[config.mk]
export PLATFORM = sky130hd
export DESIGN_NAME = segment_address_resolver_core
export DESIGN_NICKNAME = d
export VERILOG_FILES = /design/src/hw/rtl/sar_pkg.sv /design/src/hw/rtl/segment_address_resolver_core.sv
export VERILOG_INCLUDE_DIRS = /design/src /design/src/hw/rtl
export SDC_FILE = /design/constraint.sdc
export NUM_CORES = 1
export LEC_CHECK = 0
export BUFFER_PORTS_ARGS = -buffer_cell sky130_fd_sc_hd__buf_4
export CAP_MARGIN = 10
export CORE_UTILIZATION = 45
export CTS_CLUSTER_SIZE = 20
export DETAILED_ROUTE_END_ITERATION = 7
export MAX_ROUTING_LAYER = met4
export PLACE_DENSITY = 0.64
export SLEW_MARGIN = 25
export SYNTH_ARGS = -nofsm -noshare
export SYNTH_HDL_FRONTEND = slang
export SYNTH_SLANG_ARGS = --single-unit
export TNS_END_PERCENT = 10
[constraint.sdc]
create_clock -name clk -period 8.06 [get_ports clk]
set_clock_uncertainty 0.2 [all_clocks]
set_input_delay 1.612 -clock clk [delete_from_list [all_inputs] [get_ports clk]]
set_output_delay 1.612 -clock clk [all_outputs]
set_load 0.01 [all_outputs]
[src/hw/rtl/segment_address_resolver_core_macros.svh]
// Assertion macros for the segment address resolver
`ifndef SEGMENT_ADDRESS_RESOLVER_CORE_MACROS_SVH
`define SEGMENT_ADDRESS_RESOLVER_CORE_MACROS_SVH

`ifndef SYNTHESIS
`define SAR_ASSERT(label, prop) \
	label: assert property (@(posedge clk) disable iff (!arst_n) prop) \
		else $error("assertion failed");
`define SAR_ASSERT_NEXT(label, pre, post) \
	label: assert property (@(posedge clk) disable iff (!arst_n) (pre) |=> (post)) \
		else $error("assertion failed");
`else
`define SAR_ASSERT(label, prop)
`define SAR_ASSERT_NEXT(label, pre, post)
`endif

`endif

[src/hw/rtl/sar_pkg.sv]
// Types and constants for the segment address resolver
package sar_pkg;

	localparam int NUM_SEGMENTS_DEFAULT = 16;
	localparam int ADDR_W = 32;
	localparam int SEG_W = 4;
	localparam int OFFSET_W = 24;

	localparam logic [ADDR_W-1:0] SEG_LOW_LIMIT = 32'h0300_0000;
	localparam logic [ADDR_W-1:0] OFFSET_MASK = 32'h00FF_FFFF;
	localparam logic [ADDR_W-1:0] WINDOW_LOW = 32'h8000_0000;
	localparam logic [ADDR_W-1:0] WINDOW_HIGH = 32'h8300_0000;
	localparam logic [SEG_W-1:0] SEG_FIELD_MASK = 4'hF;

	typedef enum logic {
		OP_TRANSLATE = 1'b0,
		OP_WRITE = 1'b1
	} op_t;

	typedef enum logic [1:0] {
		ST_OK = 2'd0,
		ST_BELOW = 2'd1,
		ST_ABNORMAL = 2'd2,
		ST_WRITE = 2'd3
	} status_t;

	typedef struct packed {
		op_t opcode;
		logic [ADDR_W-1:0] seg_address;
		logic [SEG_W-1:0] entry_index;
		logic [ADDR_W-1:0] entry_base;
	} req_t;

	typedef struct packed {
		logic [ADDR_W-1:0] phys_address;
		status_t status;
		logic [ADDR_W-1:0] resolved_total;
		logic [ADDR_W-1:0] abnormal_total;
	} rsp_t;

endpackage

[src/hw/rtl/segment_address_resolver_core.sv]
// Segment address resolver: segment table, address translation and counters
//
//   channel | direction | handshake              | word
//   req     | in        | req_valid / req_ready  | sar_pkg::req_t
//   rsp     | out       | rsp_valid / rsp_ready  | sar_pkg::rsp_t
//
// One word per cycle unless rsp stalls; s1 registers the word, s2 its result.
// The table read, one 32-bit add and the window compares sit between the
// input stage and the result stage; table and counters update as a word leaves s1.
// Reset clears the segment table, both counters and both stage valids.
// A stalled result holds s2; s1 still takes a word while s2 is free or drains.
`include "segment_address_resolver_core_macros.svh"

module segment_address_resolver_core #(
	parameter int NUM_SEGMENTS = sar_pkg::NUM_SEGMENTS_DEFAULT
) (
	input  logic          clk,
	input  logic          arst_n,
	input  logic          req_valid,
	output logic          req_ready,
	input  sar_pkg::req_t req,
	output logic          rsp_valid,
	input  logic          rsp_ready,
	output sar_pkg::rsp_t rsp
);

	localparam int IdxW = (NUM_SEGMENTS > 1) ? $clog2(NUM_SEGMENTS) : 1;
	localparam int CmpW = sar_pkg::SEG_W + 1;

	logic valid_s1;
	sar_pkg::req_t req_s1;
	logic valid_s2;
	sar_pkg::rsp_t rsp_s2;

	logic [sar_pkg::ADDR_W-1:0] table_q [NUM_SEGMENTS];
	logic [sar_pkg::ADDR_W-1:0] resolved_q;
	logic [sar_pkg::ADDR_W-1:0] abnormal_q;

	logic advance;
	logic fire;
	logic [sar_pkg::SEG_W-1:0] seg;
	logic seg_in_range;
	logic wr_in_range;
	logic [sar_pkg::ADDR_W-1:0] base;
	logic [sar_pkg::ADDR_W-1:0] phys;
	logic res_inc;
	logic abn_inc;
	logic do_write;
	logic [sar_pkg::ADDR_W-1:0] resolved_d;
	logic [sar_pkg::ADDR_W-1:0] abnormal_d;
	sar_pkg::status_t status;
	sar_pkg::rsp_t rsp_d;

	assign advance = !valid_s2 || rsp_ready;
	assign req_ready = !valid_s1 || advance;
	assign fire = advance && valid_s1;

	assign seg = req_s1.seg_address[sar_pkg::ADDR_W-5 -: sar_pkg::SEG_W]
		& sar_pkg::SEG_FIELD_MASK;
	assign seg_in_range = {1'b0, seg} < CmpW'(NUM_SEGMENTS);
	assign wr_in_range = {1'b0, req_s1.entry_index} < CmpW'(NUM_SEGMENTS);
	assign base = seg_in_range ? table_q[seg[IdxW-1:0]] : '0;

	always_comb begin
		phys = '0;
		status = sar_pkg::ST_OK;
		res_inc = 1'b0;
		abn_inc = 1'b0;
		do_write = 1'b0;
		unique case (req_s1.opcode)
			sar_pkg::OP_TRANSLATE: begin
				if (req_s1.seg_address[sar_pkg::ADDR_W-1 -: sar_pkg::SEG_W] == '0) begin
					res_inc = 1'b1;
					if (req_s1.seg_address < sar_pkg::SEG_LOW_LIMIT) begin
						phys = req_s1.seg_address + sar_pkg::WINDOW_LOW;
						status = sar_pkg::ST_BELOW;
					end else begin
						phys = base + (req_s1.seg_address & sar_pkg::OFFSET_MASK);
					end
				end else begin
					phys = req_s1.seg_address;
				end
				if (phys < sar_pkg::WINDOW_LOW || phys >= sar_pkg::WINDOW_HIGH) begin
					abn_inc = 1'b1;
					status = sar_pkg::ST_ABNORMAL;
				end
			end
			sar_pkg::OP_WRITE: begin
				status = sar_pkg::ST_WRITE;
				do_write = wr_in_range;
			end
			default: begin
				status = sar_pkg::ST_OK;
			end
		endcase
	end

	assign resolved_d = resolved_q + sar_pkg::ADDR_W'(res_inc);
	assign abnormal_d = abnormal_q + sar_pkg::ADDR_W'(abn_inc);

	always_comb begin
		rsp_d.phys_address = phys;
		rsp_d.status = status;
		rsp_d.resolved_total = resolved_d;
		rsp_d.abnormal_total = abnormal_d;
	end

	always_ff @(posedge clk or negedge arst_n) begin
		if (!arst_n) begin
			valid_s1 <= 1'b0;
			valid_s2 <= 1'b0;
			resolved_q <= '0;
			abnormal_q <= '0;
		end else begin
			if (req_ready) begin
				valid_s1 <= req_valid;
			end
			if (advance) begin
				valid_s2 <= valid_s1;
			end
			if (fire) begin
				resolved_q <= resolved_d;
				abnormal_q <= abnormal_d;
			end
		end
	end

	always_ff @(posedge clk or negedge arst_n) begin
		if (!arst_n) begin
			for (int i = 0; i < NUM_SEGMENTS; i++) begin
				table_q[i] <= '0;
			end
		end else if (fire && do_write) begin
			table_q[req_s1.entry_index[IdxW-1:0]] <= req_s1.entry_base;
		end
	end

	always_ff @(posedge clk) begin
		if (req_valid && req_ready) begin
			req_s1 <= req;
		end
		if (fire) begin
			rsp_s2 <= rsp_d;
		end
	end

	assign rsp_valid = valid_s2;
	assign rsp = rsp_s2;

	`SAR_ASSERT_NEXT(a_counters_hold, !fire,
		$stable(resolved_q) && $stable(abnormal_q))
	`SAR_ASSERT(a_resolved_step,
		(resolved_q == $past(resolved_q)) || (resolved_q == $past(resolved_q) + 32'd1))
	`SAR_ASSERT(a_below_in_window,
		(valid_s2 && rsp_s2.status == sar_pkg::ST_BELOW) |->
		(rsp_s2.phys_address >= sar_pkg::WINDOW_LOW &&
		rsp_s2.phys_address < sar_pkg::WINDOW_HIGH))
	`SAR_ASSERT(a_write_zero_phys,
		(valid_s2 && rsp_s2.status == sar_pkg::ST_WRITE) |-> (rsp_s2.phys_address == '0))

endmodule
==> results.py <==
metrics = {
    "die": {
        "top_level_ports": 173,
        "initial_core_util_pct": 45.65,
        "core-area_mm2": 0.07321,
        "die_x_um": 274.5,
        "die_y_um": 274.5,
        "dieArea_mm2": 0.07535,
        "rows": 99,
    },
    "min_path": {
        "min_path_type": "reg -> reg",
        "hold_depth": 2,
    },
    "pwr": {
        "power_density_mw_per_mm2": 266.3,
        "p_leak_uw": 0.01707,
        "pwr-share-seq_pct": 47.3,
        "clockPowerShare_pct": 36.2,
        "switching_power_uw": 2628,
        "ir_drop_uv": 154.4,
        "switching_share_pct": 25.58,
        "p_int_uw": 7647,
        "p_comb_share_pct": 16.4,
    },
    "yosys": {
        "synth_area_mm2": 0.03342,
        "synth_edf_count": 167,
        "ys_types": 62,
        "yosysWarnings": 0,
        "synth-seq-area-share_pct": 58.29,
        "synth_top_area_cell": "dfrtp_1",
        "netlist_instances": 2200,
        "synth_fp_nets": 2302,
        "avgSynthCellArea_um2": 15.19,
        "ys_async_sr_fraction_pct": 77.58,
        "synth_area_leaders": "dfrtp_1 43%, mux2_2 17%, edfxtp_1 15%",
        "ys_seq_elements": 745,
        "synth_top_flop_cell": "dfrtp_1",
        "synth_top_area_share_pct": 43.28,
    },
    "layout": {
        "final_cell_mix": "578 x dfrtp_1, 509 x mux2_2, 204 x buf_4",
        "final_util_pct": 52.71,
        "final_common_cell": "dfrtp_1",
        "area_growth_pct": 15.47,
        "drive_gt1_share_pct": 42.29,
        "fillCellCount": 5926,
        "fin_nets": 2454,
    },
    "worst_setup_path": {
        "crit_path_end_kind": "register",
        "cp.required_ns": 8.37,
        "reg2reg_from": "req_s1[60]$_DFFE_PP_",
        "r2r_slack_ns": 0.42,
        "critPathKind": "reg -> reg",
        "r2r_cells": 25,
        "crit_path_start": "req_s1[60]$_DFFE_PP_",
        "startpoint_type": "register",
        "critPathMaxFanout": 23,
        "worstPathArrival_ns": 7.94,
        "worstReg2RegEnd": "abnormal_q[30]$_DFFE_PN0P_",
        "crit_end": "abnormal_q[30]$_DFFE_PN0P_",
    },
    "timing": {
        "period_needed_ns": 7.636,
        "fin_crit_sh_pct": 94.74,
        "setup_violations": 0,
        "worstMarginPinSlew_ns": 1.029,
        "slew_headroom_pct": 31.40,
        "fmax_mhz": 131.0,
        "rsz0062_at_grt": "no",
        "hold_viol": 0,
        "final_max_slew_viol_count": 0,
        "setup_tns_ns": 0,
    },
    "global_route": {
        "antenna_found_initial": 1,
        "grt_pass1_wl_um": 128300,
        "grt_pass1_vias": 20815,
        "grt_max_degree": 163,
        "grtUsageTotal_pct": 23.29,
        "grt_overflow": 0,
    },
    "place": {
        "finalWeightedCongestion": 0.9059,
        "dp_hpwl_um": 50230,
        "port_buffers": 172,
    },
    "clocking": {
        "cts_root_buffer": "clkbuf_16",
        "cts_tree": "yes",
        "path_clk_slew_ns": 0.06,
        "postCtsSetupRepairBufs": 0,
        "clock_latency_ns": 0.63,
        "cts_made_buffers": 81,
        "htree_num_levels": 3,
        "cts_sinks": 745,
        "clk_path_buf_depth": 3,
    },
    "outcome": {
        "status": "finished, violations left",
        "failed_checks": "design-rule violations",
    },
    "route": {
        "totalWireLength_um": 83130,
        "drtAntennaViolNets": 0,
        "vias": 19477,
        "vias_per_cell": 5.764,
        "drcViolationCount": 18,
        "wl_per_cell_um": 24.60,
        "drtPass1Iterations": 7,
        "first_iter_violations": 1446,
    },
    "flow_run": {
        "cap_violations": 0,
    },
}
## cell families (layout without fill, tap and decap cells)
family,count (synthesis),after routing,share of synthesized area [%]
DFF,745,745,58.29
and+or+nand+nor,323,323,4.587
AOI/OAI and AO/OA,129,129,2.490
muxes,666,666,27.72
buffers and inverters,165,384,2.056
adders and majority gates,29,29,1.108
other,0,1,0
xor gates and xnor gates,143,143,3.748
## synthesized netlist by cell type (all sizes together), types with 4 or more instances
library cell    n
dfrtp         578
mux2          512
edfxtp        167
mux4          154
nand2         120
clkbuf        110
xnor2          84
nor2           69
xor2           59
a21oi          55
buf            38
nand3          34
ha             28
and3           20
nand4          20
inv            17
o21ai          16
nand2b         12
nor3           12
a21o           11
a22oi           8
a211oi          7
and2            7
nand3b          7
and4            4
o211ai          4
## metal layers
layer  track usage (%)  wire [µm]  vias to the layer above  part of all wire, %
met3             3.021       3929                      110                  4.7
met4             6.447       1729                        0                  2.1
met5                 -          0                        -                    0
met1             32.26      37700                    10445                   45
met2             36.17      39770                      485                   48
li1                  -          -                     8437                    -
## power groups by stage
stage / clock (µW) / sequential (µW) / combinational (µW)
global placement: 0 / 4890 / 1630
CTS: 3800 / 4860 / 1700
finish: 3720 / 4860 / 1690
detailed placement: 0 / 4920 / 1690
floorplan: 0 / 4790 / 1250
global route: 3950 / 4940 / 1830
## through the flow
stage	cells	setup WS, ns	hold WS [ns]	total power (µW)	area (µm²)
after detailed placement	3228	0.5220	0.2795	6610	35880
after global routing	3379	0.03705	0.3080	10720	38590
after floorplan	2200	0.7311	0.2523	6038	33420
after global placement	3228	0.6768	0.2636	6526	35880
after CTS	3378	0.4745	0.2959	10350	38570
final	3379	0.4240	0.2901	10270	38590
## flip-flops by register name (all words and copies together), names as in the netlist
signal,cells
rsp,98
table_q,512
valid_s1,1
rsp_valid,1
resolved_q,32
req_s1,69
abnormal_q,32
## final cells by class
| type | count | area [µm²] | area share, % |
|---|---|---|---|
| multi-input combinational | 1290 | 13380 | 34.67 |
| antenna | 1 | 2.502 | 0.006485 |
| clock inverter | 30 | 301.5 | 0.7815 |
| tap | 959 | 1200 | 3.110 |
| inverter | 17 | 68.82 | 0.1783 |
| clock buffer | 120 | 2386 | 6.184 |
| sequential | 745 | 19480 | 50.48 |
| timing repair buffer | 217 | 1769 | 4.585 |
## worst min path at each step
stage,start,endpoint,slack [ns]
6_report,resolved_q[0]$_DFFE_PN0P_,resolved_q[0]$_DFFE_PN0P_,0.29
5_1_grt,table_q[187]$_DFFE_PN0P_,table_q[187]$_DFFE_PN0P_,0.31
4_1_cts,resolved_q[0]$_DFFE_PN0P_,resolved_q[0]$_DFFE_PN0P_,0.30
3_5_place_dp,table_q[167]$_DFFE_PN0P_,table_q[167]$_DFFE_PN0P_,0.28
3_3_place_gp,resolved_q[0]$_DFFE_PN0P_,resolved_q[0]$_DFFE_PN0P_,0.26
2_1_floorplan,abnormal_q[0]$_DFFE_PN0P_,abnormal_q[0]$_DFFE_PN0P_,0.25
## worst max-delay path, stage by stage (launching register included)
cell and delay [ns]:
edfxtp_1 0.59, buf_12 0.30, buf_12 0.21, mux4_2 0.51, mux4_2 0.51, ha_1 0.40
a21oi_1 0.21, o21ai_0 0.12, a21o_1 0.16, a41o_1 0.27, a31oi_1 0.62, xnor2_1 0.20
nor3_1 0.26, a2111oi_2 0.10, a21oi_2 0.21, ha_1 0.21, ha_1 0.22, nand3_1 0.17
or4_1 0.64, nor3_2 0.29, and3_1 0.25, and3_1 0.24, nand3_1 0.13, nor2_1 0.18
nand3_1 0.12, xnor2_1 0.14
## what timing repair did
action / in CTS / in global routing
hold buffers: 0 / 0
gates resized for setup: 0 / 1
hold endpoints to repair: 0 / 0
setup endpoints to repair: 0 / 1
Power figures use the tool's default switching activity.
